**src/hw/rtl/slcu_ram.sv**
```systemverilog
// generic single-write, single-read ram with registered read data
module slcu_ram #(
	parameter int WIDTH = 16,
	parameter int DEPTH = 16
) (
	input  logic                     clk,
	input  logic                     we,
	input  logic [$clog2(DEPTH)-1:0] waddr,
	input  logic [WIDTH-1:0]         wdata,
	input  logic [$clog2(DEPTH)-1:0] raddr,
	output logic [WIDTH-1:0]         rdata
);

	logic [WIDTH-1:0] mem [DEPTH];
	logic [WIDTH-1:0] rdata_q;

	always_ff @(posedge clk) begin
		if (we) begin
			mem[waddr] <= wdata;
		end
		rdata_q <= mem[raddr];
	end

	assign rdata = rdata_q;

endmodule

```
**config.mk**
```make
export PLATFORM = sky130hd
export DESIGN_NAME = slcu_ram
export DESIGN_NICKNAME = d
export VERILOG_FILES = /design/src/hw/rtl/slcu_ram.sv
export SDC_FILE = /design/constraint.sdc
export NUM_CORES = 1
export LEC_CHECK = 0
export BUFFER_PORTS_ARGS = -buffer_cell sky130_fd_sc_hd__clkbuf_2
export CAP_MARGIN = 20
export CORE_UTILIZATION = 60
export DETAILED_ROUTE_END_ITERATION = 12
export GPL_TIMING_DRIVEN = 0
export PLACE_DENSITY = 0.86
export SLEW_MARGIN = 10
export SYNTH_ARGS = -nofsm -noshare
export SYNTH_HDL_FRONTEND = slang
export SYNTH_SLANG_ARGS = --single-unit
```
**constraint.sdc**
```tcl
create_clock -name clk -period 6.3 [get_ports clk]
set_input_delay 1.26 -clock clk [delete_from_list [all_inputs] [get_ports clk]]
set_output_delay 1.26 -clock clk [all_outputs]
set_load 0.01 [all_outputs]
```
==> reports/metrics.cfg, run 1 <==
[outcome]
status = finished, final reports clean

[power_and_ir_drop]
leakagePower_nw = 3.86
ir_drop_mv = 0.287
finalPower_mw = 3.85
powerDensity_nw_per_um2 = 329

[synthesis]
ys_seq_area_share_pct = 79.7
synth-seq-cells = 272
synth_warnings = 0
yosys.area.top_type_share_pct = 76.5
ys_types = 19
synth_area_per_cell_sq_um = 23.2
syn_nets = 458
syn_area_sq_um = 10000
syn_inst = 432
yosys-top-cells-area = edfxtp_1 (77%), mux4_2 (12%), dfxtp_1 (3.2%)
synth_area_leader_cell = edfxtp_1

[timing]
setup_viol = 0
max_freq_mhz = 377
slew_viol_final = 0
whs_ns = 0.698
post-route-min-period_ns = 2.65
hold_viol_final = 0
worst_pin_slew_ns = 0.979
period_share_pct = 42.1
tns_ns = 0
relSlewSlack_pct = 34.4
rsz0062_at_grt = no
clock_skew_ns = 0.0106

[global_route]
grt_pass1_vias = 5326
overflow = 0
grt_max_degree = 17
track_usage_pct = 26.7
grt_pass1_wl_um = 32600
antenna_found_initial = 0

[cts]
path_clk_slew_ns = 0.06
cts.sinks = 272
cts_tree = yes
numCtsBuffers = 26
cts_buffer_depth = 3
hold_buffers = 0
ctsRootBufferMaster = clkbuf_16
clk_latency_ns = 0.52
cts_resized = 0
cts.htree.levels = 1
postCtsSetupBuffers = 0

[worst_setup_path]
worst-endpoint-required_ns = 6.51
crit_path_cell_trace = clkbuf_2 -> nand3b_1 -> nor3_2 -> buf_4
critPathLaunchType = input port
cp_num_buf_inv = 2
crit_type = input port to register
worstPathArrival_ns = 2.86
reg2reg_depth = 3
cp_max_fo = 9
crit_slowest_cell = nor3_2
cp_top_family = simple AND/OR/NAND/NOR gates
rrSetupSlack_ns = 4.86
timing.rr.start = mem[9][4]
max_stage_delay_ns = 0.81
timing.rr.end = rdata[4]
end_kind = register

[routing]
drt_iter0_markers = 613
via_count = 4951
routed_wl_um = 22100
firstDrtPassIters = 5
drc_errors = 0
wl_per_cell_um = 29.3
drt.antenna.violating_nets = 0
via_per_inst = 6.58

[worst_hold_path]
min_path_cells = 3
hold_path_end = rdata[13]
hold_path.startpoint = mem[14][13]
hold_class = register to register

[floorplanning]
die_x_um = 131
core-area_sq_um = 16100
initial_utilization_pct = 62.3
rows = 46
ios = 42
die_area_sq_um = 17300
die_h_um = 131

[placed_design]
place_hpwl_um = 13100
dp_cells = 705
placement.io_buffers = 39
gp_congestion = 0.729

[final_layout]
fin_nets = 543
syn2layout_area_growth_pct = 16.5
diodes = 0
drive_gt1_share_pct = 33.7
final_common_cell = edfxtp_1
final_cells = 753
final_cell_mix = edfxtp_1 (256), mux4_2 (54), clkbuf_2 (39)
utilization_pct = 72.6

[flow_run]
max_cap_violations = 0

layer usage:
metal | track usage (%) | share of wire [%] | up-vias
met5 | 0 | 0 | -
met4 | 12.0 | 4.4 | 0
met3 | 5.90 | 7.8 | 73
li1 | - | - | 2014
met1 | 31.9 | 35 | 2578
met2 | 46.8 | 53 | 286
worst register-to-register path, cell delays in order (launching register included):
cell and delay, ns:
edfxtp_1 0.37, mux4_1 0.54, a22oi_1 0.26, nand2_1 0.13
where the power goes:
part | switching, mW | leakage (nW) | internal, mW
logic | 0.115 | 0.967 | 0.0784
registers | 0.0132 | 2.45 | 2.02
clock network | 0.640 | 0.450 | 0.982
total | 0.768 | 3.86 | 3.08
per-stage QoR:
stage                     area [sq um]  worst slack (ns)
after floorplan                  10000              2.98
after global placement           10500              1.72
after detailed placement         10800              3.16
after CTS                        11700              3.71
after global routing             11700              3.64
final                            11700              3.65
worst max path at each step:
| stage | start | to | slack (ns) | cells after the start |
|---|---|---|---|---|
| 6_report | waddr[3] | mem[4][10] | 3.65 | 4 |
| 5_1_grt | waddr[3] | mem[4][9] | 3.64 | 4 |
| 4_1_cts | waddr[3] | mem[4][9] | 3.71 | 4 |
| 3_5_place_dp | waddr[3] | mem[4][9] | 3.16 | 4 |
| 3_3_place_gp | waddr[2] | mem[0][6] | 1.72 | 3 |
| 2_1_floorplan | waddr[2] | mem[0][0] | 2.98 | 2 |
area by class of cell:
class	count	area [sq um]
Sequential cell	272	8010
Multi-Input combinational cell	139	1960
Fill cell	916	4420
Clock buffer	33	728
Buffer	21	124
Timing Repair Buffer	57	428
Tap cell	216	270
Clock inverter	15	179
registers in the layout, indices dropped and copies added, names as in the netlist:
signal  cells
mem       256
rdata      16
logic make-up (layout without fill, tap and decap cells):
family,count (synthesis),after routing,share of synthesized area (%)
flip-flops,272,272,79.7
AND/OR/NAND/NOR,43,43,1.92
buffers and inverters,21,126,1.23
multiplexers,64,64,14.7
AO/OA/AOI/OAI,32,32,2.39
cells in the mapped netlist (all sizes together):
master  instances
nand3b          2
nor3            4
buf            13
and2            1
dfxtp          16
clkbuf          8
nor2b           2
mux4           64
or3b            1
nor2           13
nand3           1
a22oi          32
nand2          17
edfxtp        256
nand2b          2
No activity file was read; power rests on OpenSTA's default activity.
==> inputs of run 2 (changes only) <==
ABC_AREA = 1   (was unset)
clock period = 2.6 ns   (was 6.3 ns; I/O delays follow)
==> run 2 against run 1 <==
Non-clock buffer count is 28 higher. Clock skew decreased by 0.0025 ns. Via count is 68% higher. Design area is 11% higher. Sequential power is 140% higher. Core utilization fell by 2.9 points. Register-to-register slack got worse by 3.4 ns. Sequential share of layout area shrank 6.8 points. Synthesized area up 13%. Critical path depth increased by 3. Final cell count grew 88%. Total power increased by 140%. Largest power group unchanged.
==> reports/metrics.cfg, run 2 <==
[outcome]
status = finished, final reports clean

[cts]
cts_buffer_depth = 3  ; unchanged
clk_latency_ns = 0.54  ; +0.02 ns
cts.sinks = 272  ; unchanged
postCtsSetupBuffers = 0  ; unchanged
hold_buffers = 0  ; unchanged
cts_resized = 0  ; unchanged
cts.htree.levels = 1  ; unchanged
numCtsBuffers = 27  ; +3.8%
ctsRootBufferMaster = clkbuf_16
path_clk_slew_ns = 0.06  ; about the same
cts_tree = yes

[routing]
wl_per_cell_um = 21.3  ; -27%
drt_iter0_markers = 1119  ; +83%
drc_errors = 0  ; unchanged
firstDrtPassIters = 6  ; +1
via_count = 8297  ; +68%
routed_wl_um = 30100  ; +36%
drt.antenna.violating_nets = 0  ; unchanged
via_per_inst = 5.88  ; -11%

[global_route]
track_usage_pct = 31.6  ; +4.9 points
overflow = 0  ; unchanged
grt_pass1_vias = 8218  ; +54%
grt_pass1_wl_um = 45400  ; +39%
antenna_found_initial = 2  ; +2
grt_max_degree = 17  ; unchanged

[worst_setup_path]
rrSetupSlack_ns = 1.46  ; -3.40 ns
cp_max_fo = 10  ; +1
critPathLaunchType = input port
end_kind = register
worst-endpoint-required_ns = 3.06  ; -3.45 ns
crit_type = input port to register
timing.rr.start = mem[5][6]
worstPathArrival_ns = 2.10  ; -0.76 ns
timing.rr.end = rdata[6]
reg2reg_depth = 6  ; +3

[floorplanning]
die_area_sq_um = 19500  ; +13%
die_x_um = 140  ; +6.4%
initial_utilization_pct = 61.0  ; -1.3 points
rows = 50  ; +8.7%
ios = 42  ; unchanged
core-area_sq_um = 18600  ; +16%
die_h_um = 140  ; +6.4%

[worst_hold_path]
hold_path.startpoint = raddr[3]
hold_path_end = rdata[3]
min_path_cells = 3  ; unchanged
hold_class = input port to register

[synthesis]
post-synth-top-count-cell = nand2_1
yosys.area.top_type_share_pct = 67.5  ; -9.0 points
synth_area_per_cell_sq_um = 10.6  ; -54%
synth-edff-count = 256  ; unchanged
syn_area_sq_um = 11400  ; +13%
syn_nets = 1100  ; +140%
ys_seq_area_share_pct = 70.4  ; -9.4 points
synth-seq-cells = 272  ; unchanged
synth_commonest_cells = nand2_1 (341), edfxtp_1 (256), inv_1 (196), nand3_1 (193), buf_2 (19)
synth_area_leader_cell = edfxtp_1
ys_types = 13  ; -6
synthArstFlopShare_pct = 0  ; unchanged
synth-main-ff-cell = edfxtp_1
yosys-top-cells-area = edfxtp_1 (68%), nand2_1 (11%), nand3_1 (8.5%)
synth_warnings = 0  ; unchanged
syn_inst = 1074  ; +150%

[placed_design]
place_hpwl_um = 18800  ; +44%
placement.io_buffers = 39  ; unchanged
gp_congestion = 0.866  ; +19%
post_dp_cell_area_sq_um = 12100  ; +12%
dp_slack_ns = 0.576  ; -2.59 ns

[final_layout]
drive_gt1_share_pct = 13.2  ; -21 points
syn2layout_area_growth_pct = 14.1
largest_register_ffs = 256  ; unchanged
fillCellCount = 1164  ; +27%
final_cell_mix = nand2_1 (341), edfxtp_1 (256), inv_1 (196)
final_common_cell = nand2_1
multi_input_area_sq_um = 2360  ; +21%
final_area_sq_um = 13000  ; +11%
regMostFlops = mem
fin_nets = 1184  ; +120%
layout.area.seq_sq_um = 8010  ; unchanged

[timing]
post-route-min-period_ns = 1.64
rsz0062_at_grt = no
clock_skew_ns = 0.00817  ; -0.00246 ns
max_freq_mhz = 610
setup_viol = 0  ; unchanged
worst_pin_slew_ns = 0.818  ; -0.161 ns
period_share_pct = 63.0
tns_ns = 0  ; unchanged
relSlewSlack_pct = 45.4  ; +11 points
hold_viol_final = 0  ; unchanged
worst_slack_ns = 0.962  ; -2.69 ns
whs_ns = 0.350  ; -0.349 ns
slew_viol_final = 0  ; unchanged

[power_and_ir_drop]
finalPower_mw = 9.38  ; +140%
leakagePower_nw = 5.65  ; +46%
ir_drop_mv = 0.568  ; +98%
powerDensity_nw_per_um2 = 722  ; +120%

[flow_run]
max_cap_violations = 0  ; unchanged

-- run 2: area by class of cell --
class	instances	share of cell area [%]
Inverter	198	5.72
Buffer	51	2.35
Tap cell	234	2.25
Multi-Input combinational cell	553	18.2
Antenna cell	2	0.0385
Sequential cell	272	61.6
Clock inverter	15	0.982
Timing Repair Buffer	55	3.24
Clock buffer	32	5.58
-- run 2: worst max path at each step --
stage | startpoint | end | slack [ns] | depth (start not counted)
3_5_place_dp | raddr[1] | rdata[8] | 0.58 | 7
3_3_place_gp | waddr[2] | mem[9][3] | 0.02 | 3
6_report | raddr[1] | rdata[5] | 0.96 | 7
4_1_cts | rdata[9] | rdata[9] | 1.08 | 1
2_1_floorplan | waddr[2] | mem[10][0] | 0.78 | 2
5_1_grt | raddr[1] | rdata[5] | 1.0 | 7
-- run 2: where the power goes --
group | switching, mW | internal [mW] | total [mW]
Clock | 1.61 | 2.17 | 3.79
Sequential | 0.0282 | 4.90 | 4.93
Combinational | 0.479 | 0.186 | 0.665
Total | 2.12 | 7.26 | 9.38
-- run 2: cells by family after synthesis --
| group | share of synthesized area, % |
|---|---|
| AND/OR/NAND/NOR | 20.4 |
| buffers and inverters | 9.21 |
| flip-flops | 70.4 |
-- run 2: critical path: stages --
cell and delay (ns):
clkbuf_2 0.10, inv_2 0.17, clkbuf_1 0.63, nand3_1 0.18, nand3_1 0.13, nand3_1 0.18, nand2_1 0.19
-- run 2: metal layers --
metal | GRT usage, % | vias to the layer above | wire length, um
met2 | 52.0 | 667 | 14400
met3 | 6.54 | 168 | 3740
met4 | 18.3 | 0 | 1960
met1 | 39.0 | 3827 | 9960
met5 | 0 | - | 0
li1 | - | 3635 | -
-- run 2: per-stage QoR --
stage / util (%) / instances
after global placement: 63.7 / 1347
after CTS: 69.7 / 1410
after global routing: 69.7 / 1411
after floorplan: - / 1074
final: 69.7 / 1412
after detailed placement: 65.1 / 1363
