[src/hw/rtl/slcu_pkg.sv]
// shared constants, codes and control structs of the sprite compositor
package slcu_pkg;

	localparam int DEF_FACE_SIZE    = 36;
	localparam int DEF_EYES_WIDTH   = 32;
	localparam int DEF_EYES_HEIGHT  = 16;
	localparam int DEF_MOUTH_WIDTH  = 16;
	localparam int DEF_MOUTH_HEIGHT = 8;
	localparam int DEF_SCALE        = 10;

	localparam int TILES      = 16;
	localparam int TILE_W     = 4;
	localparam int COORD_W    = 10;
	localparam int PIX_W      = 16;
	localparam int OFF_W      = 6;
	localparam int ACT_W      = 2;
	localparam int LAYER_W    = 2;
	localparam int REG_IDX_W  = 3;
	localparam int CFG_DATA_W = 16;

	// reciprocal scaling for the divide by the scale factor
	localparam int RECIP_SHIFT = 16;

	localparam logic [ACT_W-1:0] ACT_LOAD    = 2'd0;
	localparam logic [ACT_W-1:0] ACT_COMPOSE = 2'd1;
	localparam logic [ACT_W-1:0] ACT_READ    = 2'd2;

	localparam logic [LAYER_W-1:0] LAYER_BASE  = 2'd0;
	localparam logic [LAYER_W-1:0] LAYER_EYES  = 2'd1;
	localparam logic [LAYER_W-1:0] LAYER_MOUTH = 2'd2;

	localparam logic [REG_IDX_W-1:0] REG_EYES_OX    = 3'd0;
	localparam logic [REG_IDX_W-1:0] REG_EYES_OY    = 3'd1;
	localparam logic [REG_IDX_W-1:0] REG_MOUTH_OX   = 3'd2;
	localparam logic [REG_IDX_W-1:0] REG_MOUTH_OY   = 3'd3;
	localparam logic [REG_IDX_W-1:0] REG_KEY_COLOR  = 3'd4;
	localparam logic [REG_IDX_W-1:0] REG_ORIGIN_COL = 3'd5;
	localparam logic [REG_IDX_W-1:0] REG_ORIGIN_ROW = 3'd6;

	localparam logic [PIX_W-1:0]   BLACK        = 16'h0000;
	localparam logic [COORD_W-1:0] ORIGIN_RESET = 10'd60;

	// compose request towards the paint engine
	typedef struct packed {
		logic              start;
		logic [TILE_W-1:0] base_tile;
		logic [TILE_W-1:0] eyes_tile;
		logic [TILE_W-1:0] mouth_tile;
	} cmd_t;

	// layer placement and transparency seen by the paint engine
	typedef struct packed {
		logic [OFF_W-1:0] eyes_ox;
		logic [OFF_W-1:0] eyes_oy;
		logic [OFF_W-1:0] mouth_ox;
		logic [OFF_W-1:0] mouth_oy;
		logic [PIX_W-1:0] key;
	} paint_cfg_t;

endpackage

[src/hw/rtl/slcu_paint.sv]
// paint engine: one pixel a cycle over base, eyes and mouth tiles into staging
module slcu_paint #(
	parameter int FACE_SIZE    = slcu_pkg::DEF_FACE_SIZE,
	parameter int EYES_WIDTH   = slcu_pkg::DEF_EYES_WIDTH,
	parameter int EYES_HEIGHT  = slcu_pkg::DEF_EYES_HEIGHT,
	parameter int MOUTH_WIDTH  = slcu_pkg::DEF_MOUTH_WIDTH,
	parameter int MOUTH_HEIGHT = slcu_pkg::DEF_MOUTH_HEIGHT
) (
	input  logic                      clk,
	input  logic                      arst_n,
	input  slcu_pkg::cmd_t            cmd,
	input  slcu_pkg::paint_cfg_t      pcfg,
	output logic                      busy,
	output logic [$clog2(slcu_pkg::TILES*FACE_SIZE*FACE_SIZE)-1:0]     base_raddr,
	input  logic [slcu_pkg::PIX_W-1:0]                                  base_rdata,
	output logic [$clog2(slcu_pkg::TILES*EYES_WIDTH*EYES_HEIGHT)-1:0]  eyes_raddr,
	input  logic [slcu_pkg::PIX_W-1:0]                                  eyes_rdata,
	output logic [$clog2(slcu_pkg::TILES*MOUTH_WIDTH*MOUTH_HEIGHT)-1:0] mouth_raddr,
	input  logic [slcu_pkg::PIX_W-1:0]                                  mouth_rdata,
	output logic                                   stg_we,
	output logic [$clog2(FACE_SIZE*FACE_SIZE)-1:0] stg_waddr,
	output logic [slcu_pkg::PIX_W-1:0]             stg_wdata
);
	import slcu_pkg::*;

	localparam logic [1:0] PH_BASE  = 2'd0;
	localparam logic [1:0] PH_EYES  = 2'd1;
	localparam logic [1:0] PH_MOUTH = 2'd2;

	localparam int MAX_A = (FACE_SIZE > EYES_WIDTH) ? FACE_SIZE : EYES_WIDTH;
	localparam int MAX_B = (EYES_HEIGHT > MOUTH_WIDTH) ? EYES_HEIGHT : MOUTH_WIDTH;
	localparam int MAX_C = (MAX_A > MAX_B) ? MAX_A : MAX_B;
	localparam int MAXD  = (MAX_C > MOUTH_HEIGHT) ? MAX_C : MOUTH_HEIGHT;
	localparam int CW    = $clog2(MAXD);
	localparam int DW    = ((CW > OFF_W) ? CW : OFF_W) + 1;
	localparam int SAW   = $clog2(FACE_SIZE*FACE_SIZE);
	localparam int BAW   = $clog2(TILES*FACE_SIZE*FACE_SIZE);
	localparam int EAW   = $clog2(TILES*EYES_WIDTH*EYES_HEIGHT);
	localparam int MAW   = $clog2(TILES*MOUTH_WIDTH*MOUTH_HEIGHT);
	localparam int AWX   = (BAW > EAW) ? BAW : EAW;
	localparam int AWM   = (AWX > MAW) ? AWX : MAW;

	// issue side
	logic           running_q;
	logic [1:0]     phase_q;
	logic [CW-1:0]  x_q;
	logic [CW-1:0]  y_q;
	logic [AWM-1:0] addr_q;
	logic [AWM-1:0] row_q;

	// atlas data returns
	logic           v_s1;
	logic [1:0]     ph_s1;
	logic           in_s1;
	logic [DW-1:0]  dx_s1;
	logic [DW-1:0]  dy_s1;

	// staging write
	logic             we_s2;
	logic [SAW-1:0]   addr_s2;
	logic [PIX_W-1:0] data_s2;

	logic [CW-1:0]    w_last;
	logic [CW-1:0]    h_last;
	logic [AWM-1:0]   stride;
	logic [OFF_W-1:0] ox;
	logic [OFF_W-1:0] oy;
	logic [AWM-1:0]   next_start;
	logic [DW-1:0]    dx_c;
	logic [DW-1:0]    dy_c;
	logic             in_c;
	logic [PIX_W-1:0] pix;
	logic             is_key;
	logic             row_end;
	logic             tile_end;

	always_comb begin
		case (phase_q)
			PH_EYES: begin
				w_last     = CW'(EYES_WIDTH - 1);
				h_last     = CW'(EYES_HEIGHT - 1);
				stride     = AWM'(TILES * EYES_WIDTH);
				ox         = pcfg.eyes_ox;
				oy         = pcfg.eyes_oy;
				next_start = AWM'(int'(cmd.mouth_tile) * MOUTH_WIDTH);
			end
			PH_MOUTH: begin
				w_last     = CW'(MOUTH_WIDTH - 1);
				h_last     = CW'(MOUTH_HEIGHT - 1);
				stride     = AWM'(TILES * MOUTH_WIDTH);
				ox         = pcfg.mouth_ox;
				oy         = pcfg.mouth_oy;
				next_start = AWM'(int'(cmd.mouth_tile) * MOUTH_WIDTH);
			end
			default: begin
				w_last     = CW'(FACE_SIZE - 1);
				h_last     = CW'(FACE_SIZE - 1);
				stride     = AWM'(TILES * FACE_SIZE);
				ox         = '0;
				oy         = '0;
				next_start = AWM'(int'(cmd.eyes_tile) * EYES_WIDTH);
			end
		endcase
	end

	assign row_end  = (x_q == w_last);
	assign tile_end = row_end && (y_q == h_last);
	assign dx_c     = DW'(ox) + DW'(x_q);
	assign dy_c     = DW'(oy) + DW'(y_q);
	assign in_c     = (int'(dx_c) < FACE_SIZE) && (int'(dy_c) < FACE_SIZE);

	assign base_raddr  = addr_q[BAW-1:0];
	assign eyes_raddr  = addr_q[EAW-1:0];
	assign mouth_raddr = addr_q[MAW-1:0];

	always_comb begin
		case (ph_s1)
			PH_EYES:  pix = eyes_rdata;
			PH_MOUTH: pix = mouth_rdata;
			default:  pix = base_rdata;
		endcase
	end

	assign is_key = (pix == pcfg.key);

	always_ff @(posedge clk or negedge arst_n) begin
		if (!arst_n) begin
			running_q <= 1'b0;
			phase_q   <= PH_BASE;
			x_q       <= '0;
			y_q       <= '0;
			addr_q    <= '0;
			row_q     <= '0;
			v_s1      <= 1'b0;
			we_s2     <= 1'b0;
		end else begin
			v_s1  <= running_q;
			we_s2 <= v_s1 && ((ph_s1 == PH_BASE) || (!is_key && in_s1));
			if (cmd.start) begin
				running_q <= 1'b1;
				phase_q   <= PH_BASE;
				x_q       <= '0;
				y_q       <= '0;
				addr_q    <= AWM'(int'(cmd.base_tile) * FACE_SIZE);
				row_q     <= AWM'(int'(cmd.base_tile) * FACE_SIZE);
			end else if (running_q) begin
				if (tile_end) begin
					x_q    <= '0;
					y_q    <= '0;
					addr_q <= next_start;
					row_q  <= next_start;
					if (phase_q == PH_MOUTH) begin
						running_q <= 1'b0;
					end else begin
						phase_q <= phase_q + 2'd1;
					end
				end else if (row_end) begin
					x_q    <= '0;
					y_q    <= y_q + CW'(1);
					addr_q <= row_q + stride;
					row_q  <= row_q + stride;
				end else begin
					x_q    <= x_q + CW'(1);
					addr_q <= addr_q + AWM'(1);
				end
			end
		end
	end

	always_ff @(posedge clk) begin
		ph_s1   <= phase_q;
		in_s1   <= in_c;
		dx_s1   <= dx_c;
		dy_s1   <= dy_c;
		addr_s2 <= SAW'(int'(dy_s1) * FACE_SIZE + int'(dx_s1));
		data_s2 <= is_key ? BLACK : pix;
	end

	assign busy      = running_q | v_s1 | we_s2;
	assign stg_we    = we_s2;
	assign stg_waddr = addr_s2;
	assign stg_wdata = data_s2;

endmodule

[config.mk]
export PLATFORM = sky130hd
export DESIGN_NAME = slcu_paint
export DESIGN_NICKNAME = d
export VERILOG_FILES = /design/src/hw/rtl/slcu_pkg.sv /design/src/hw/rtl/slcu_paint.sv
export SDC_FILE = /design/constraint.sdc
export NUM_CORES = 1
export LEC_CHECK = 0
export ABC_AREA = 0
export BUFFER_PORTS_ARGS = -buffer_cell sky130_fd_sc_hd__buf_4
export CELL_PAD_IN_SITES_DETAIL_PLACEMENT = 0
export CELL_PAD_IN_SITES_GLOBAL_PLACEMENT = 1
export CORE_MARGIN = 3
export CORE_UTILIZATION = 39
export DETAILED_ROUTE_END_ITERATION = 10
export HOLD_SLACK_MARGIN = 0.05
export MAX_ROUTING_LAYER = met4
export PLACE_DENSITY = 0.87
export SLEW_MARGIN = 15
export SYNTH_ARGS = -nofsm -noshare
export SYNTH_HDL_FRONTEND = slang
export SYNTH_SLANG_ARGS = --single-unit
[constraint.sdc]
create_clock -name clk -period 3.5 [get_ports clk]
set_input_delay 0.175 -clock clk [delete_from_list [all_inputs] [get_ports clk]]
set_output_delay 0.175 -clock clk [all_outputs]
set_load 0.02 [all_outputs]
==> results_tabular.tex, run 1 <==
\begin{tabular}{lr}
\hline
Metric & Value \\
\hline
\multicolumn{2}{l}{\textbf{Synth}} \\
\quad Synth async-reset ratio & 0.506 \\
\quad Number of distinct library cells after synthesis & 62 \\
\quad Area fraction in compound gates after synthesis & 0.199 \\
\quad Sequential element share of the synthesized area & 0.360 \\
\quad Largest cells by area after synthesis & dfrtp\_1 (20\%), dfxtp\_1 (16\%), ha\_1 (9.4\%) \\
\quad Cells after Synth & 618 \\
\quad Main combinational cell family by area after synthesis & compound AO/OA/AOI/OAI gates \\
\quad Synthesized-area fraction occupied by adder cells & 0.109 \\
\quad Yosys warns & 0 \\
\quad Post-synth design cell area & 0.00558 sq mm \\
\quad Leading register cell type out of synthesis & dfrtp\_1 \\
\quad Proportion of synthesized area in mux cells & 0.00762 \\
\quad Share of the synthesized netlist area taken by xor and xnor gates & 0.108 \\
\quad Mean instance size in the synthesized netlist & 9.03 sq um \\
\quad Number of enable-type register cells in the synthesized netlist & 0 \\
\quad Area leader, netlist & dfrtp\_1 \\
\quad Leading cell type by number of instances after synthesis & nand2\_1 \\
\quad Net count after synthesis & 767 \\
\quad Top cell type's share of synthesized area & 0.202 \\
\quad Flip-flop and latch count after synthesis & 89 \\
\quad Synth Area in Simple Gates & 0.146 \\
\quad Top post-synthesis cells by count & nand2\_1 (57), dfrtp\_1 (45), o21ai\_0 (45), dfxtp\_1 (44), ha\_1 (42) \\
\multicolumn{2}{l}{\textbf{Placed design}} \\
\quad Quantity of I/O buffers inserted on ports & 170 \\
\quad Gp weighted congestion & 0.903 \\
\quad Dpl ws & 0.460 ns \\
\quad Estimated wirelength of the detail-placed design & 11,800 microns \\
\multicolumn{2}{l}{\textbf{CTS}} \\
\quad Clock sink count & 89 \\
\quad Clk Latency, worst-skew pair & 0.35 ns \\
\quad Number of gates resized after cts & 0 \\
\quad Postcts setup bufs & 0 \\
\quad Clock tree from TritonCTS & built \\
\quad Clock buffers created by TritonCTS & 9 \\
\quad Clock transition at path regs & 0.07 ns \\
\quad Clock root buffer master & clkbuf\_16 \\
\quad CTS H-tree depth & 3 \\
\quad Maximum number of buffers from clock root to sink & 2 \\
\multicolumn{2}{l}{\textbf{Critical path}} \\
\quad Endpoint of the most critical register-to-register path & y\_q[5] \\
\quad CP arrival & 3.29 ns \\
\quad CP startpoint & phase\_q[0] \\
\quad Category of the worst setup path capture point & flip-flop \\
\quad Worst R2R Path Depth & 8 \\
\quad Critical path destination & y\_q[5] \\
\quad Category of the worst setup path launch point & flip-flop \\
\quad Required time reported for the critical path endpoint & 3.71 ns \\
\quad Crit path max fanout & 17 \\
\quad Classification of the worst setup path & flip-flop to flip-flop \\
\quad Setup slack on the worst flop-to-flop path & 0.42 ns \\
\quad Worst flop-to-flop path startpoint & phase\_q[0] \\
\multicolumn{2}{l}{\textbf{Status}} \\
\quad Status & complete, no violations \\
\multicolumn{2}{l}{\textbf{Final layout}} \\
\quad Area growth from synthesis to layout & 30.0\% \\
\quad Storage cell area & 0.00201 sq mm \\
\quad Multi-input logic area & 0.00318 sq mm \\
\quad Final-layout fill cell count & 1,289 \\
\quad Antenna Cells & 0 \\
\quad Ratio of cells with drive above 1 in the final layout & 0.260 \\
\quad NumNets Final & 917 \\
\multicolumn{2}{l}{\textbf{Timing}} \\
\quad Final Skew & 0.00990 ns \\
\quad Final-layout setup total negative slack & 0 ns \\
\quad Portion of the clock cycle consumed by the worst path in the final layout & 0.881 \\
\quad Pin slew with the least headroom to its limit & 0.636 ns \\
\quad Final hold vios & 0 \\
\quad Unrepaired setup endpoints after global routing & false \\
\quad Number of setup violations in the final report & 0 \\
\quad Highest Clock Rate & 324 MHz \\
\quad Max-slew violations & 0 \\
\quad Final setup margin & 0.418 ns \\
\quad Post-layout min period & 3.08 ns \\
\quad Relative max-transition margin & 0.576 \\
\multicolumn{2}{l}{\textbf{Floorplan}} \\
\quad Horiz. Die Dim & 126 microns \\
\quad Placement row count & 43 \\
\quad Die area & 0.0158 sq mm \\
\quad Floorplan die height & 126 microns \\
\quad Starting utilization of the core area & 0.400 \\
\quad Core area & 0.0139 sq mm \\
\quad I/O pin total & 171 \\
\multicolumn{2}{l}{\textbf{Global routing}} \\
\quad Global-route wire length before repair & 25,200 microns \\
\quad Global route overflow & 0 \\
\quad Global-route usage over all layers & 0.200 \\
\quad Number of global-route vias before repair & 5,129 \\
\quad Largest net degree at the start of global routing & 46 \\
\quad Antenna violations before repair & 0 \\
\multicolumn{2}{l}{\textbf{Routing}} \\
\quad Routed len/inst & 16.2 microns \\
\quad Routed vias & 5,052 \\
\quad DRC marker count from the first detailed-route iteration & 254 \\
\quad Total wire length after detailed routing & 15,500 microns \\
\quad Number of remaining DRC errors & 0 \\
\quad Number of iterations in the first detailed-routing pass & 4 \\
\quad Number of vias per cell after detailed routing & 5.30 \\
\quad Number of nets with antenna violations after detailed routing & 0 \\
\multicolumn{2}{l}{\textbf{Hold path}} \\
\quad Path class of the lowest-slack min-delay path & input port to flip-flop \\
\multicolumn{2}{l}{\textbf{Flow run}} \\
\quad Number of max-cap violations & 0 \\
\multicolumn{2}{l}{\textbf{Pwr}} \\
\quad Static leakage power & 3.43 nW \\
\quad Largest vdd supply drop & 228 uV \\
\quad Power Dens Cells & 341 mW/mm\^{}2 \\
\hline
\end{tabular}
==> routing by layer <==
metal	wire, microns	vias to the layer above	track usage
met5	0	-	-
met4	350	0	0.0797
met3	921	22	0.0365
met2	7440	180	0.325
met1	6780	2375	0.248
li1	-	2475	-
==> area by class of cell <==
class	instances	share of cell area
Multi-Input combinational cell	453	0.438
Sequential cell	89	0.277
Timing Repair Buffer	189	0.200
Clock buffer	10	0.0316
Tap cell	180	0.0310
Inverter	26	0.0135
Clock inverter	6	0.00914
==> cell families (layout without fill, tap and decap cells) <==
| group | Yosys count | after routing |
|---|---|---|
| AO/OA/AOI/OAI | 167 | 167 |
| XOR/XNOR | 69 | 69 |
| adder cells (fa/ha/maj) | 46 | 46 |
| buffers and inverters | 76 | 231 |
| flip-flops | 89 | 89 |
| multiplexers | 4 | 4 |
| AND/OR/NAND/NOR | 167 | 167 |
==> cells in the final DEF (no fill, tap or decap), types with 3 or more instances in the layout <==
master         Yosys  final
dlygate4sd3_1      0     13
a21o_1            12     12
nand2_1           57     57
a22oi_1           33     33
nor3_1             3      3
o21ai_0           45     45
a311oi_1           3      3
clkbuf_16          0      9
o211ai_1           3      3
a31oi_1            3      3
nand3b_1           3      3
nand4_1            6      6
o31ai_1            5      5
xnor2_1           37     37
a311o_1            3      3
fa_1               4      4
nor2b_1            6      6
nor2_1            38     38
buf_4             26    176
xor2_1            32     32
or3_1              5      5
dfrtp_1           45     45
nand3_1           18     18
a21oi_1           33     33
inv_1             26     26
ha_1              42     42
nand2b_1           5      5
nor4_1            10     10
dfxtp_1           44     44
==> worst max-delay path: stages (launching register included) <==
cell	delay (ns)
dfrtp_1	0.43
inv_1	0.09
ha_1	0.50
or3b_4	0.48
a2111oi_4	0.49
or3_1	0.51
nor2b_1	0.08
o21ai_0	0.22
o31ai_1	0.13
==> stage by stage <==
stage	cell area, sq um	power (W)	util	std cells	hold slack [ns]
2_1_floorplan	5580	0.00131	-	618	-0.121
3_3_place_gp	6830	0.00150	0.490	924	0.219
3_5_place_dp	6830	0.00150	0.490	924	0.219
4_1_cts	7260	0.00250	0.521	953	0.0503
5_1_grt	7260	0.00258	0.521	953	0.0567
6_report	7260	0.00248	0.521	953	0.0605
==> power breakdown <==
| part | switching, W | internal, W |
|---|---|---|
| Clock | 0.000428 | 0.000558 |
| Sequential | 0.0000373 | 0.00106 |
| Combinational | 0.000193 | 0.000202 |
| Total | 0.000658 | 0.00182 |
==> how the worst min path moves through the flow <==
stage | start | end | slack [ns] | cells after the start
after floorplan | arst_n | base_raddr[0] | -0.12 | 0
after global placement | arst_n | base_raddr[0] | 0.22 | 1
after detailed placement | arst_n | base_raddr[1] | 0.22 | 1
after CTS | base_rdata[15] | stg_wdata[15] | 0.05 | 3
after global routing | base_rdata[1] | stg_wdata[1] | 0.06 | 3
final | base_rdata[15] | stg_wdata[15] | 0.06 | 3
==> sequential cells by signal, indices dropped and copies added (netlist names) <==
register / flops
v_s1: 1
dx_s1: 7
y_q: 6
row_q: 13
base_raddr: 15
ph_s1: 2
in_s1: 1
dy_s1: 7
stg_we: 1
stg_waddr: 11
running_q: 1
phase_q: 2
x_q: 6
stg_wdata: 16
==> repair_timing <==
item / 4_1_cts / 5_1_grt
hold buffers: 13 / 0
setup endpoints to repair: 0 / 0
hold endpoints to repair: 57 / 0
No activity file was read; power rests on OpenSTA's default activity.
==> run 2: changes to the inputs <==
--- a/config.mk
+++ b/config.mk
@@ -10,11 +10,11 @@
 export CELL_PAD_IN_SITES_DETAIL_PLACEMENT = 0
 export CELL_PAD_IN_SITES_GLOBAL_PLACEMENT = 1
 export CORE_MARGIN = 3
-export CORE_UTILIZATION = 39
+export CORE_UTILIZATION = 35
 export DETAILED_ROUTE_END_ITERATION = 10
 export HOLD_SLACK_MARGIN = 0.05
 export MAX_ROUTING_LAYER = met4
-export PLACE_DENSITY = 0.87
+export PLACE_DENSITY = 0.8
 export SLEW_MARGIN = 15
 export SYNTH_ARGS = -nofsm -noshare
 export SYNTH_HDL_FRONTEND = slang
==> run 2 against run 1 <==
  * Count of clock-buffer cells in the layout did not move
  * Cell count rose by 3.4%
  * Combinational power rose by 1%
  * Critical path type unchanged
  * Register-to-register slack barely moved
  * Core utilization fell by 4.7 points
  * Routed wire length rose by 2.9%
  * Critical path depth rose by 4
  * Sequential cell count did not move
  * Sequential share of layout area fell by 0.18 points
  * Worst hold slack barely moved
  * First-iteration DRC count fell by 29%
  * Power fell by 0.22%
==> results_tabular.tex, run 2 (synthesis results as in run 1) <==
\begin{tabular}{lr}
\hline
Metric & Value \\
\hline
\multicolumn{2}{l}{\textbf{Critical path}} \\
\quad Category of the worst setup path launch point & flip-flop (unchanged) \\
\quad CP startpoint & phase\_q[0] (unchanged) \\
\quad Largest stage delay on the critical path & 0.44 ns (was 0.51 ns) \\
\quad Worst path slowest cell & dfrtp\_1 (was or3\_1) \\
\quad Worst flop-to-flop path startpoint & phase\_q[0] (unchanged) \\
\quad Classification of the worst setup path & flip-flop to flip-flop (unchanged) \\
\quad Crit path max fanout & 11 (was 17) \\
\quad Category of the worst setup path capture point & flip-flop (unchanged) \\
\quad CP arrival & 3.33 ns (was 3.29 ns) \\
\quad Crit path cell chain & inv\_1 > ha\_1 > buf\_4 > a22oi\_1 > nor2\_1 > ha\_1 > fa\_1 > a21o\_1 > a21oi\_1 > xnor2\_1 > o31a\_1 > nor4\_1 (was inv\_1 > ha\_1 > or3b\_4 > a2111oi\_4 > or3\_1 > nor2b\_1 > o21ai\_0 > o31ai\_1) \\
\quad Required time reported for the critical path endpoint & 3.74 ns (was 3.71 ns) \\
\quad Top cell by count, worst path & ha\_1 \\
\multicolumn{2}{l}{\textbf{CTS}} \\
\quad Clock root buffer master & clkbuf\_16 (unchanged) \\
\quad Clock sink count & 89 (unchanged) \\
\quad Postcts setup bufs & 0 (unchanged) \\
\quad Maximum number of buffers from clock root to sink & 2 (unchanged) \\
\quad Clk Latency, worst-skew pair & 0.35 ns (about the same) \\
\quad Clock buffers created by TritonCTS & 9 (unchanged) \\
\quad Number of gates resized after cts & 0 (unchanged) \\
\quad CTS H-tree depth & 3 (unchanged) \\
\quad Hold-fix buffers at CTS & 14 (was 13) \\
\quad Clock tree from TritonCTS & built (unchanged) \\
\quad Clock transition at path regs & 0.07 ns (about the same) \\
\multicolumn{2}{l}{\textbf{Timing}} \\
\quad Post-layout min period & 3.09 ns (was 3.08 ns) \\
\quad Final hold vios & 0 (unchanged) \\
\quad Pin slew with the least headroom to its limit & 0.865 ns (was 0.636 ns) \\
\quad Unrepaired setup endpoints after global routing & false (unchanged) \\
\quad Max-slew violations & 0 (unchanged) \\
\quad Number of setup violations in the final report & 0 (unchanged) \\
\quad Final Hold Slack & 0.0608 ns (was 0.0605 ns) \\
\quad Highest Clock Rate & 323 MHz (was 324 MHz) \\
\quad Final Skew & 0.00837 ns (was 0.00990 ns) \\
\quad Portion of the clock cycle consumed by the worst path in the final layout & 0.884 (was 0.881) \\
\quad Relative max-transition margin & 0.423 (was 0.576) \\
\quad Final-layout setup total negative slack & 0 ns (unchanged) \\
\multicolumn{2}{l}{\textbf{Final layout}} \\
\quad Utilization after layout & 0.473 (was 0.521) \\
\quad Number of flip-flops in the largest register & 16 (unchanged) \\
\quad Area growth from synthesis to layout & 30.9\% (was 30.0\%) \\
\quad NumNets Final & 918 (was 917) \\
\quad Ratio of cells with drive above 1 in the final layout & 0.261 (was 0.260) \\
\quad Final Instance Area & 0.00730 sq mm (was 0.00726 sq mm) \\
\quad Most common cell after layout, fill and taps aside & buf\_4 (unchanged) \\
\quad Final Instance Count excl. Fillers & 985 (was 953) \\
\quad Antenna Cells & 0 (unchanged) \\
\quad Top library cells by usage in the layout, fill and taps aside & buf\_4 (176), nand2\_1 (57), o21ai\_0 (45), dfrtp\_1 (45), dfxtp\_1 (44) (unchanged) \\
\quad Final-layout fill cell count & 1,492 (was 1,289) \\
\multicolumn{2}{l}{\textbf{Routing}} \\
\quad Total wire length after detailed routing & 15,900 microns (was 15,500 microns) \\
\quad Number of nets with antenna violations after detailed routing & 0 (unchanged) \\
\quad DRC marker count from the first detailed-route iteration & 180 (was 254) \\
\quad Routed len/inst & 16.2 microns (about the same) \\
\quad Number of iterations in the first detailed-routing pass & 4 (unchanged) \\
\quad Number of vias per cell after detailed routing & 5.15 (was 5.30) \\
\quad Number of remaining DRC errors & 0 (unchanged) \\
\quad Routed vias & 5,073 (was 5,052) \\
\multicolumn{2}{l}{\textbf{Flow run}} \\
\quad Number of max-cap violations & 0 (unchanged) \\
\multicolumn{2}{l}{\textbf{Placed design}} \\
\quad Placement-stage cell area & 0.00687 sq mm (was 0.00683 sq mm) \\
\quad Gp weighted congestion & 0.864 (was 0.903) \\
\quad Quantity of I/O buffers inserted on ports & 170 (unchanged) \\
\quad Placed Cells & 955 (was 924) \\
\quad Estimated wirelength of the detail-placed design & 12,200 microns (was 11,800 microns) \\
\multicolumn{2}{l}{\textbf{Pwr}} \\
\quad Static leakage power & 3.44 nW (was 3.43 nW) \\
\quad Power Dens Cells & 338 mW/mm\^{}2 (was 341 mW/mm\^{}2) \\
\quad Largest vdd supply drop & 218 uV (was 228 uV) \\
\multicolumn{2}{l}{\textbf{Global routing}} \\
\quad Global-route usage over all layers & 0.186 (was 0.200) \\
\quad Global-route wire length before repair & 25,800 microns (was 25,200 microns) \\
\quad Global route overflow & 0 (unchanged) \\
\quad Number of global-route vias before repair & 5,189 (was 5,129) \\
\quad Largest net degree at the start of global routing & 46 (unchanged) \\
\quad Antenna violations before repair & 0 (unchanged) \\
\multicolumn{2}{l}{\textbf{Floorplan}} \\
\quad Starting utilization of the core area & 0.362 (was 0.400) \\
\quad Floorplan die height & 132 microns (was 126 microns) \\
\quad Core area & 0.0154 sq mm (was 0.0139 sq mm) \\
\quad Placement row count & 45 (was 43) \\
\quad Horiz. Die Dim & 132 microns (was 126 microns) \\
\quad I/O pin total & 171 (unchanged) \\
\quad Die area & 0.0175 sq mm (was 0.0158 sq mm) \\
\multicolumn{2}{l}{\textbf{Status}} \\
\quad Status & complete, no violations (unchanged) \\
\multicolumn{2}{l}{\textbf{Hold path}} \\
\quad Path class of the lowest-slack min-delay path & input port to flip-flop (unchanged) \\
\quad Startpoint of the most critical hold path & base\_rdata[10] (was base\_rdata[15]) \\
\hline
\end{tabular}
==> run 2: routing by layer <==
layer / wire length, microns / part of all wire / GRT usage / vias to the layer above
met4: 323 / 0.020 / 0.0612 / 0
li1: - / - / - / 2484
met2: 7510 / 0.47 / 0.304 / 193
met5: 0 / 0 / - / -
met1: 6930 / 0.44 / 0.221 / 2367
met3: 1170 / 0.073 / 0.0534 / 29
==> run 2: area by class of cell <==
type                            count  area (sq um)  area share
Inverter                           26          97.6      0.0134
Sequential cell                    89          2010       0.275
Clock inverter                      6          66.3     0.00908
Multi-Input combinational cell    453          3180       0.435
Timing Repair Buffer              190          1460       0.200
Tap cell                          211           264      0.0361
Clock buffer                       10           229      0.0313
==> run 2: final timing paths <==
path	end	slack [ns]	cells past startpoint
worst max-delay path	in_s1	0.41	12
worst min-delay path	stg_wdata[10]	0.06	3
worst max register to register	in_s1	0.41	12
worst min register to register	stg_waddr[1]	0.33	0
max in group asynchronous	y_q[4]	2.71	2
min in group asynchronous	base_raddr[1]	0.38	2
==> run 2: through the flow <==
step,total power [W],setup slack (ns)
3_5_place_dp,0.00151,0.484
3_3_place_gp,0.00150,0.584
2_1_floorplan,0.00131,0.596
6_report,0.00247,0.407
4_1_cts,0.00251,0.461
5_1_grt,0.00259,0.144
==> run 2: report_power, final <==
group	switching (W)	internal [W]	leakage, nW
registers	0.0000390	0.00106	0.942
clock network	0.000416	0.000558	0.147
logic	0.000197	0.000203	2.35
total	0.000652	0.00182	3.44
==> run 2: critical path, delay by kind of cell (launching register included) <==
family                     cells  cell delay [ns]
adders and majority gates      3             0.99
AOI/OAI and AO/OA              4             0.85
DFF                            1             0.44
buffers and inverters          2             0.32
and+or+nand+nor                2             0.26
xor gates and xnor gates       1             0.13
==> run 3: changes to the inputs <==
--- a/config.mk
+++ b/config.mk
@@ -5,7 +5,7 @@
 export SDC_FILE = /design/constraint.sdc
 export NUM_CORES = 1
 export LEC_CHECK = 0
-export ABC_AREA = 0
+export ABC_AREA = 1
 export BUFFER_PORTS_ARGS = -buffer_cell sky130_fd_sc_hd__buf_4
 export CELL_PAD_IN_SITES_DETAIL_PLACEMENT = 0
 export CELL_PAD_IN_SITES_GLOBAL_PLACEMENT = 1
@@ -14,7 +14,7 @@
 export DETAILED_ROUTE_END_ITERATION = 10
 export HOLD_SLACK_MARGIN = 0.05
 export MAX_ROUTING_LAYER = met4
-export PLACE_DENSITY = 0.8
+export PLACE_DENSITY = 0.82
 export SLEW_MARGIN = 15
 export SYNTH_ARGS = -nofsm -noshare
 export SYNTH_HDL_FRONTEND = slang
==> run 3 against run 2 <==
  * Area after synthesis grew 3.0%
  * Clock power shrank 0.8%
  * Core utilization shrank 1.6 points
  * Combinational power grew to 4.9 times the previous value
  * Synthesized cell count grew 25%
  * Power grew 77%
  * Routed wire length shrank 4.9%
  * Critical path type unchanged
  * Largest cell class unchanged
==> results_tabular.tex, run 3 <==
\begin{tabular}{lr}
\hline
Metric & Value \\
\hline
\multicolumn{2}{l}{\textbf{Routing}} \\
\quad Total wire length after detailed routing & 15,200 microns (was 15,900 microns) \\
\quad DRC marker count from the first detailed-route iteration & 232 (was 180) \\
\quad Number of vias per cell after detailed routing & 4.64 (was 5.15) \\
\quad Number of iterations in the first detailed-routing pass & 5 (was 4) \\
\quad Number of remaining DRC errors & 0 (unchanged) \\
\quad Routed vias & 5,297 (was 5,073) \\
\quad Number of nets with antenna violations after detailed routing & 0 (unchanged) \\
\quad Routed len/inst & 13.3 microns (was 16.2 microns) \\
\multicolumn{2}{l}{\textbf{Synth}} \\
\quad Mean instance size in the synthesized netlist & 7.42 sq um (was 9.03 sq um) \\
\quad Top cell type's share of synthesized area & 0.196 (was 0.202) \\
\quad Net count after synthesis & 924 (was 767) \\
\quad Leading cell type by number of instances after synthesis & nand2\_1 (unchanged) \\
\quad Largest cells by area after synthesis & dfrtp\_1 (20\%), dfxtp\_1 (15\%), nand2\_1 (13\%) (was dfrtp\_1 (20\%), dfxtp\_1 (16\%), ha\_1 (9.4\%)) \\
\quad Leading register cell type out of synthesis & dfrtp\_1 (unchanged) \\
\quad Yosys warns & 0 (unchanged) \\
\quad Cells after Synth & 775 (was 618) \\
\quad Top post-synthesis cells by count & nand2\_1 (206), inv\_1 (75), nor2\_1 (71), nand3\_1 (52), dfrtp\_1 (45) (was nand2\_1 (57), dfrtp\_1 (45), o21ai\_0 (45), dfxtp\_1 (44), ha\_1 (42)) \\
\quad Number of distinct library cells after synthesis & 41 (was 62) \\
\quad Flip-flop and latch count after synthesis & 89 (unchanged) \\
\quad Number of enable-type register cells in the synthesized netlist & 0 (unchanged) \\
\quad Sequential element share of the synthesized area & 0.349 (was 0.360) \\
\quad Post-synth design cell area & 0.00575 sq mm (was 0.00558 sq mm) \\
\quad Area leader, netlist & dfrtp\_1 (unchanged) \\
\quad Synth async-reset ratio & 0.506 (unchanged) \\
\multicolumn{2}{l}{\textbf{Pwr}} \\
\quad Post-layout total power & 0.00437 W (was 0.00247 W) \\
\quad Static leakage power & 3.71 nW (was 3.44 nW) \\
\quad Largest vdd supply drop & 245 uV (was 218 uV) \\
\quad Power Dens Cells & 596 mW/mm\^{}2 (was 338 mW/mm\^{}2) \\
\multicolumn{2}{l}{\textbf{Placed design}} \\
\quad Quantity of I/O buffers inserted on ports & 170 (unchanged) \\
\quad Estimated wirelength of the detail-placed design & 11,900 microns (was 12,200 microns) \\
\quad Gp weighted congestion & 0.860 (was 0.864) \\
\multicolumn{2}{l}{\textbf{CTS}} \\
\quad Clock transition at path regs & 0.07 ns (about the same) \\
\quad Number of gates resized after cts & 0 (unchanged) \\
\quad Clock tree from TritonCTS & built (unchanged) \\
\quad Clock sink count & 89 (unchanged) \\
\quad Clk Latency, worst-skew pair & 0.35 ns (about the same) \\
\quad Hold-fix buffers at CTS & 1 (was 14) \\
\quad CTS H-tree depth & 3 (unchanged) \\
\quad Clock root buffer master & clkbuf\_16 (unchanged) \\
\quad Clock buffers created by TritonCTS & 9 (unchanged) \\
\quad Postcts setup bufs & 0 (unchanged) \\
\quad Maximum number of buffers from clock root to sink & 2 (unchanged) \\
\multicolumn{2}{l}{\textbf{Hold path}} \\
\quad Worst min-delay path endpoint & row\_q[2] (was stg\_wdata[10]) \\
\quad Path class of the lowest-slack min-delay path & input port to flip-flop (unchanged) \\
\quad Hold Crit Depth & 3 (unchanged) \\
\quad Startpoint of the most critical hold path & cmd[8] (was base\_rdata[10]) \\
\multicolumn{2}{l}{\textbf{Timing}} \\
\quad Final-layout setup total negative slack & 0 ns (unchanged) \\
\quad Post-layout min period & 2.92 ns (was 3.09 ns) \\
\quad Final hold vios & 0 (unchanged) \\
\quad Relative max-transition margin & 0.535 (was 0.423) \\
\quad Unrepaired setup endpoints after global routing & false (unchanged) \\
\quad Highest Clock Rate & 343 MHz (was 323 MHz) \\
\quad Final Skew & 0.00696 ns (was 0.00837 ns) \\
\quad Pin slew with the least headroom to its limit & 0.698 ns (was 0.865 ns) \\
\quad Max-slew violations & 0 (unchanged) \\
\quad Portion of the clock cycle consumed by the worst path in the final layout & 0.834 (was 0.884) \\
\quad Number of setup violations in the final report & 0 (unchanged) \\
\multicolumn{2}{l}{\textbf{Critical path}} \\
\quad CP arrival & 3.17 ns (was 3.33 ns) \\
\quad Category of the worst setup path launch point & flip-flop (unchanged) \\
\quad Category of the worst setup path capture point & flip-flop (unchanged) \\
\quad Classification of the worst setup path & flip-flop to flip-flop (unchanged) \\
\quad Required time reported for the critical path endpoint & 3.75 ns (was 3.74 ns) \\
\quad Worst flop-to-flop path startpoint & phase\_q[0] (unchanged) \\
\quad Setup slack on the worst flop-to-flop path & 0.58 ns (was 0.41 ns) \\
\quad Endpoint of the most critical register-to-register path & in\_s1 (unchanged) \\
\quad Crit path max fanout & 12 (was 11) \\
\quad Worst R2R Path Depth & 13 (was 12) \\
\multicolumn{2}{l}{\textbf{Global routing}} \\
\quad Global route overflow & 0 (unchanged) \\
\quad Largest net degree at the start of global routing & 46 (unchanged) \\
\quad Global-route wire length before repair & 25,000 microns (was 25,800 microns) \\
\quad Antenna violations before repair & 0 (unchanged) \\
\quad Number of global-route vias before repair & 5,145 (was 5,189) \\
\quad Global-route usage over all layers & 0.176 (was 0.186) \\
\multicolumn{2}{l}{\textbf{Floorplan}} \\
\quad Core area & 0.0160 sq mm (was 0.0154 sq mm) \\
\quad Floorplan die height & 134 microns (was 132 microns) \\
\quad Horiz. Die Dim & 134 microns (was 132 microns) \\
\quad Placement row count & 46 (was 45) \\
\quad Die area & 0.0180 sq mm (was 0.0175 sq mm) \\
\quad Starting utilization of the core area & 0.359 (was 0.362) \\
\quad I/O pin total & 171 (unchanged) \\
\multicolumn{2}{l}{\textbf{Final layout}} \\
\quad NumNets Final & 1,069 (was 918) \\
\quad Most common cell after layout, fill and taps aside & nand2\_1 (was buf\_4) \\
\quad Ratio of cells with drive above 1 in the final layout & 0.234 (was 0.261) \\
\quad Number of flip-flops in the largest register & 16 (unchanged) \\
\quad Antenna Cells & 0 (unchanged) \\
\quad Top library cells by usage in the layout, fill and taps aside & nand2\_1 (206), buf\_4 (176), inv\_1 (75), nor2\_1 (71), nand3\_1 (52) (was buf\_4 (176), nand2\_1 (57), o21ai\_0 (45), dfrtp\_1 (45), dfxtp\_1 (44)) \\
\quad Area growth from synthesis to layout & 27.5\% (was 30.9\%) \\
\multicolumn{2}{l}{\textbf{Status}} \\
\quad Status & complete, no violations (unchanged) \\
\multicolumn{2}{l}{\textbf{Flow run}} \\
\quad Number of max-cap violations & 0 (unchanged) \\
\hline
\end{tabular}
-- run 3: cell type report --
cell class	count	area, sq um
sequential	89	2010
multi-input combinational	566	3140
clock buffer	9	225
clock inverter	7	63.8
timing repair buffer	177	1330
tap	216	270
inverter	77	292
fill	1689	8670
-- run 3: logic make-up (layout without fill, tap and decap cells) --
family	Yosys count	count (layout)	share of synthesized area
fa+ha+maj	46	46	0.105
xor+xnor	33	33	0.0503
flops	89	89	0.349
compound gates	96	96	0.0908
buf+inv	120	270	0.105
simple gates	391	391	0.300
-- run 3: metal layers --
layer	GRT usage	vias to the layer above	share of wire
met5	-	-	0
met4	0.0481	0	0.014
met3	0.0341	13	0.055
met2	0.287	157	0.48
met1	0.224	2375	0.45
li1	-	2752	-
-- run 3: how the worst max path moves through the flow --
stage	end	cells after the start	slack, ns	from
detailed placement	in_s1	13	0.62	phase_q[0]
global route	in_s1	13	0.37	phase_q[0]
global placement	in_s1	13	0.73	phase_q[0]
CTS	in_s1	13	0.62	phase_q[0]
finish	in_s1	13	0.58	phase_q[0]
floorplan	in_s1	14	0.94	phase_q[0]
-- run 3: power breakdown --
| group | switching (W) | leakage, nW | internal (W) |
|---|---|---|---|
| Sequential | 0.000152 | 0.939 | 0.00129 |
| Clock | 0.000464 | 0.144 | 0.000502 |
| Combinational | 0.00115 | 2.63 | 0.000809 |
-- run 3: per-stage QoR --
| step | instances | utilization | cell area, sq um | hold WS, ns | setup WS (ns) |
|---|---|---|---|---|---|
| after floorplan | 775 | - | 5750 | -0.121 | 0.938 |
| after global placement | 1124 | 0.439 | 7030 | 0.235 | 0.733 |
| after detailed placement | 1124 | 0.439 | 7030 | 0.233 | 0.622 |
| after CTS | 1141 | 0.458 | 7330 | 0.0686 | 0.618 |
| after global routing | 1141 | 0.458 | 7330 | 0.0725 | 0.370 |
| final | 1141 | 0.458 | 7330 | 0.0778 | 0.581 |
-- run 3: critical path, cell delays in order (launching register included) --
cell and delay (ns):
dfrtp_1 0.40, inv_1 0.10, ha_1 0.45, buf_4 0.24, a21oi_1 0.13, ha_1 0.18
inv_1 0.05, fa_1 0.39, o21ai_0 0.38, a21oi_1 0.13, o21bai_1 0.19, nor2_1 0.07
nand2_1 0.06, nor2_1 0.03
